`config.mk`:
```
export PLATFORM = sky130hd
export DESIGN_NAME = mtac_ctrl
export DESIGN_NICKNAME = d
export VERILOG_FILES = /design/src/hw/rtl/mtac_pkg.sv /design/src/hw/rtl/mtac_ctrl.sv
export SDC_FILE = /design/constraint.sdc
export NUM_CORES = 1
export LEC_CHECK = 0
export ABC_AREA = 1
export ABC_CLOCK_PERIOD_IN_PS = 2180
export BUFFER_PORTS_ARGS = -buffer_cell sky130_fd_sc_hd__clkbuf_2
export CORE_AREA = 2 2 54 61
export DETAILED_ROUTE_END_ITERATION = 7
export DIE_AREA = 0 0 56 63
export HOLD_SLACK_MARGIN = 0.15
export PLACE_DENSITY = 0.54
export SYNTH_ARGS = -nofsm -noshare
export SYNTH_HDL_FRONTEND = slang
export SYNTH_SLANG_ARGS = --single-unit
```
`constraint.sdc`:
```
create_clock -name aclk -period 2.18 [get_ports aclk]
set_input_delay 0.109 -clock aclk [delete_from_list [all_inputs] [get_ports aclk]]
set_output_delay 0.109 -clock aclk [all_outputs]
set_load 0.02 [all_outputs]
```
`src/hw/rtl/mtac_pkg.sv`:
```
// Shared types, constants and tables of the Metropolis acceptance block.
package mtac_pkg;

    localparam int ADDR_W = 6;
    localparam int DATA_W = 64;

    localparam logic [2:0] REG_INIT_TEMP  = 3'd0;
    localparam logic [2:0] REG_COOLING    = 3'd1;
    localparam logic [2:0] REG_INV_KB     = 3'd2;
    localparam logic [2:0] REG_INIT_E     = 3'd3;
    localparam logic [2:0] REG_INIT_ABS_E = 3'd4;

    localparam logic [31:0] TEMP_RESET    = 32'd32768000;
    localparam logic [31:0] COOLING_RESET = 32'hFFFF_FFFF;
    localparam logic [31:0] INV_KB_RESET  = 32'd760513692;
    localparam logic [31:0] BETA_RESET    = 32'd1521027;

    // ln 2 in Q0.32 and the exponent beyond which exp(-x) rounds to zero
    localparam logic [36:0] LN2_Q32  = 37'd2977044472;
    localparam logic [36:0] X_LIMIT  = 37'd122058823352;  // 41 * ln 2
    localparam logic [3:0]  EXP_TERMS = 4'd12;

    typedef struct packed {
        logic capture;
        logic mulx;
        logic ksetup;
        logic kstep;
        logic tmul;
        logic trcp;
        logic tfix;
        logic decide;
        logic finish;
    } cmd_t;

    typedef struct packed {
        logic neg;
        logic big;
        logic klast;
        logic tlast;
        logic div_busy;
        logic out_free;
    } sts_t;

    // floor(2^36 / i) for the Taylor term divisors; i of one bypasses it
    function automatic logic [35:0] recip(input logic [3:0] i);
        logic [35:0] r;
        case (i)
            4'd2:    r = 36'((64'd1 << 36) / 64'd2);
            4'd3:    r = 36'((64'd1 << 36) / 64'd3);
            4'd4:    r = 36'((64'd1 << 36) / 64'd4);
            4'd5:    r = 36'((64'd1 << 36) / 64'd5);
            4'd6:    r = 36'((64'd1 << 36) / 64'd6);
            4'd7:    r = 36'((64'd1 << 36) / 64'd7);
            4'd8:    r = 36'((64'd1 << 36) / 64'd8);
            4'd9:    r = 36'((64'd1 << 36) / 64'd9);
            4'd10:   r = 36'((64'd1 << 36) / 64'd10);
            4'd11:   r = 36'((64'd1 << 36) / 64'd11);
            4'd12:   r = 36'((64'd1 << 36) / 64'd12);
            default: r = 36'd0;
        endcase
        return r;
    endfunction

endpackage

```
`src/hw/rtl/mtac_ctrl.sv`:
```
// Sequencer for one Metropolis step: exponent, range reduction, series, decision.
module mtac_ctrl (
    input  logic              aclk,
    input  logic              aresetn,
    input  logic              s_tvalid,
    output logic              s_tready,
    input  mtac_pkg::sts_t    sts,
    output mtac_pkg::cmd_t    cmd
);
    typedef enum logic [8:0] {
        S_IDLE   = 9'b000000001,
        S_MULX   = 9'b000000010,
        S_KSETUP = 9'b000000100,
        S_KDIV   = 9'b000001000,
        S_TMUL   = 9'b000010000,
        S_TRCP   = 9'b000100000,
        S_TFIX   = 9'b001000000,
        S_DECIDE = 9'b010000000,
        S_FINISH = 9'b100000000
    } state_t;

    state_t state_reg, state_next;
    logic   ready;

    assign ready    = (state_reg == S_IDLE) && !sts.div_busy;
    assign s_tready = ready;

    always_comb begin
        state_next = state_reg;
        cmd        = '0;
        unique case (state_reg)
            S_IDLE: begin
                cmd.capture = s_tvalid && ready;
                if (s_tvalid && ready) state_next = S_MULX;
            end
            S_MULX: begin
                cmd.mulx   = 1'b1;
                state_next = S_KSETUP;
            end
            S_KSETUP: begin
                cmd.ksetup = 1'b1;
                state_next = (sts.neg || sts.big) ? S_DECIDE : S_KDIV;
            end
            S_KDIV: begin
                cmd.kstep = 1'b1;
                if (sts.klast) state_next = S_TMUL;
            end
            S_TMUL: begin
                cmd.tmul   = 1'b1;
                state_next = S_TRCP;
            end
            S_TRCP: begin
                cmd.trcp   = 1'b1;
                state_next = S_TFIX;
            end
            S_TFIX: begin
                cmd.tfix   = 1'b1;
                state_next = sts.tlast ? S_DECIDE : S_TMUL;
            end
            S_DECIDE: begin
                cmd.decide = 1'b1;
                state_next = S_FINISH;
            end
            S_FINISH: begin
                if (sts.out_free && !sts.div_busy) begin
                    cmd.finish = 1'b1;
                    state_next = S_IDLE;
                end
            end
            default: state_next = S_IDLE;
        endcase
    end

    always_ff @(posedge aclk) begin
        if (!aresetn) begin
            state_reg <= S_IDLE;
        end else begin
            state_reg <= state_next;
        end
    end
endmodule

```
; Word-level counts from Yosys, hierarchy flattened
; Cells that the tools add are included.
[totals]
regBits = 9
input_bits = 9
output_inout_bits = 10
wordCells = 35
[op_classes]
eq_ne = 12
muxes = 16
n_reduce_logical = 6
[ops]
columns = op, count
row1 = 9-bit one-hot mux with 9 select lines, 1
row2 = 9-bit two-way mux, 3
row3 = 8-bit two-way mux, 2
row4 = 1-bit two-way mux, 10
row5 = 9-bit by 1-bit == test with 1-bit output (second input constant), 1
row6 = 9-bit by 2-bit == test with 1-bit output (second input constant), 1
row7 = 9-bit by 3-bit == test with 1-bit output (second input constant), 1
row8 = 9-bit by 4-bit == test with 1-bit output (second input constant), 1
row9 = 9-bit by 5-bit == test with 1-bit output (second input constant), 1
row10 = 9-bit by 6-bit == test with 1-bit output (second input constant), 1
row11 = 9-bit by 7-bit == test with 1-bit output (second input constant), 1
row12 = 9-bit by 8-bit == test with 1-bit output (second input constant), 1
row13 = 9-bit == test (second input constant), 1
row14 = 2-bit inequality test (second input constant), 2
row15 = 1-bit logical AND, 3
row16 = 3-bit AND reduction, 1
row17 = 2-bit by 1-bit inequality test with 1-bit output (second input constant), 1
row18 = 1-bit logical NOT, 1
row19 = 1-bit logical OR, 1

; Longest topological paths before layout
[depth]
word_depth = 5
depth_mapped = 10
mapped_depth_nobuf = 10

; Worst setup path after synthesis
; No wires, ideal clock.
[synth_path]
path_type = register -> output
startpoint = register state_reg[3]
endpoint = output cmd[8] (netlist name)
t_arrival_ps = 1251
t_required_ps = 2071
slack_ps = 820
path_stages_with_launch = 8
n_path_buf = 0
cell_sequence = dfxtp_1 nor2_2 nand2_1 nor2_4 nand2_1 nor2_2 nand2_1 inv_1
[synth_rtl]
columns = element, line_no
row1 = start: declaration, mtac_ctrl.sv:22  ; state_t state_reg, state_next;
row2 = start signal: assignment, mtac_ctrl.sv:78  ; state_reg <= state_next;
row3 = end: declaration, mtac_ctrl.sv:8  ; output mtac_pkg::cmd_t cmd

; Worst setup path in the final report
[layout_path]
startpoint = register state_reg[6]
endpoint = register state_reg[3]
[layout_via]
elab_chain_cells = 5
word_cells_on_any_way = 16
classes_between = 12 x eq/ne / 1 x mux / 3 x reduce/logical
[layout_lines]
columns = element, line_no
row1 = 9-bit by 1-bit == test with 1-bit output, "mtac_ctrl.sv:25, mtac_ctrl.sv:31"
row2 = 1-bit logical AND, mtac_ctrl.sv:25  ; assign ready = (state_reg == S_IDLE) && !sts.div_busy;
row3 = 1-bit logical AND, mtac_ctrl.sv:34  ; if (s_tvalid && ready) state_next = S_MULX;
row4 = 2-bit by 1-bit inequality test with 1-bit output (no line), n/a
row5 = 3-bit AND reduction (no line), n/a
; Parallel ways exist; a longest one is shown, timed or not.
; A chain may end at the register's enable or synchronous reset.

==> flow_summary.toml <==
[global_routing]
grt_overflow = 0
grt_pass1_wl_um = 2960
gr-usage-all-layers_pct = 10.5
grt_max_degree = 9
antenna_found_initial = 0
grt_pass1_vias = 700

[cts]
clockBufferDepth = 2
cts_max_level = 1
clk_pin_slew_ns = 0.06
post_cts_resized = 0
clockRootBuffer = "clkbuf_4"
tritoncts = "done"
cts_buffers = 3
clkSinkCount = 9
insertion_delay_ns = 0.27

[worst_setup_path]
path_class = "reg2reg"
path_common_cell = "nor2_4"
cp_max_fo = 4
startpoint_type = "register"
cp-end-kind = "register"
max_stage_delay_ns = 0.58
rrSetupSlack_ns = 0.36
path_buf_inv = 3
critPathTopFamily = "buffers and inverters"
cp.arrival_ns = 2.03
path_cells = "nor2_4, nand3_2, nor2_4, inv_2, o31ai_1, dlygate4sd3_1, inv_1, nor2_1"
required_ns = 2.39
crit_slowest_cell = "dlygate4sd3_1"

[placement]
placed_cells = 162
place_congestion = 0.841
dp_hpwl_um = 1440
portBuffers = 18

[synthesis]
ys_seq_elements = 9
avgSynthCellArea_sq_um = 6.37
synth_top_area_cell = "dfxtp_1"
synthTopCellsByCount = "inv_1, nor2_1, nand2_1"
synthFlopType = "dfxtp_1"
synth_edf_count = 0
yosysTopAreaCellShare_pct = 25.5
synth_cell_type_count = 20
synth_seq_area_share_pct = 25.5
syn_inst = 111
syn_area_sq_um = 707
syn-num-nets = 120
yosysMostFrequentCell = "inv_1"
ys_top_cells_by_area = "dfxtp_1, inv_1, nor2_1"
yosys_warnings = 0
async_flop_share_pct = 0

[finish]
fin_util_pct = 30.2
instances_no_fill = 169
drive_gt1_share_pct = 33.3
nNetsFinal = 145
syn_to_final_growth_pct = 25.7
largest_reg_flops = 9
antenna_cells = 0

[timing]
finalMaxSlewViolations = 0
fmax_mhz = 550
rsz0062_at_grt = "false"
finalCritPeriodShare_pct = 83.5
hold_violations = 0
slew_headroom_pct = 84.4
holdWs_ns = 0.136
tightest_slew_ns = 0.232
final.setup.tns_ns = 0
fin_skew_ns = 0.00163
finalCriticalPeriod_ns = 1.82
setup_violations = 0

[power]
power_density_mw_per_mm2 = 615
totalPowerFinal_uw = 546
peakVddDrop_mv = 0.308
power_leakage_nw = 0.510

[route]
firstDrtPassIters = 4
drt-initial-drc-count = 25
wl_um = 1720
wl_per_cell_um = 10.2
viasPerCell = 4.39
num_vias = 742
route.detailed.drc = 0
ant_nets = 0

[floorplan]
initial_utilization_pct = 24.0
die_w_um = 56
core_area_sq_mm = 0.00294
pin_count = 19
die_y_um = 63
dieArea_sq_mm = 0.00353
rows = 21

[outcome]
status = "completed"

[hold_path]
min_path_type = "in2reg"

[job]
drv_cap = 0
## worst reg2reg max path, delay by kind of cell (launching register included)
kind	cells	cell delay, ns
and+or+nand+nor	4	0.57
AOI/OAI and AO/OA	1	0.18
buffers and inverters	3	0.68
DFF	1	0.34
## layout make-up
cell class | count | area [sq um]
clock buffer | 4 | 26.3
fill | 338 | 2050
inverter | 27 | 101
multi-input combinational | 74 | 418
sequential | 9 | 180
tap | 34 | 42.5
timing repair buffer | 21 | 120
## kinds of logic (layout without fill, tap and decap cells)
| group | after synthesis | in the layout | share of synthesized area, % |
|---|---|---|---|
| DFF | 9 | 9 | 25.5 |
| AOI/OAI and AO/OA | 6 | 6 | 6.20 |
| buffers and inverters | 28 | 52 | 15.4 |
| and+or+nand+nor | 68 | 68 | 52.9 |
## power by group
part / total (mW) / switching (mW) / internal (mW)
clock network: 0.133 / 0.0625 / 0.0708
registers: 0.190 / 0.0139 / 0.176
logic: 0.222 / 0.148 / 0.0747
## cells in the final DEF (no fill, tap or decap), types with 5 or more instances in the layout
cell,instances
nand3_1,12
dfxtp_1,9
nor2_1,18
inv_1,24
clkbuf_2,18
nor2_4,6
nand2_1,16
nor2_2,5
nand2_2,5
## path summary, 6_finish.rpt
kind / startpoint / to / depth (start not counted)
setup / recovery: state_reg[6] / state_reg[3] / 8
hold / removal: s_tvalid / state_reg[1] / 3
setup reg to reg: state_reg[6] / state_reg[3] / 8
hold reg to reg: state_reg[8] / state_reg[8] / 4
## layer usage
metal  up-vias  routed length, um  global-route usage, %
li1        386                  -                      -
met1       333                718                   12.0
met3         5                 71                   1.45
met2        18                896                   18.5
met4         0                 33                   5.65
met5         -                  0                      0
## per-stage QoR
stage                     area, sq um  worst slack, ns
final                             888            0.360
after CTS                         888            0.374
after global routing              888            0.204
after global placement            832            0.806
after detailed placement          832            0.806
after floorplan                   707            0.820
## repair_timing
action | CTS | global route
hold endpoints to repair | 2 | 0
setup buffers | 0 | 0
hold buffers | 3 | 0
Power figures use the tool's default switching activity.
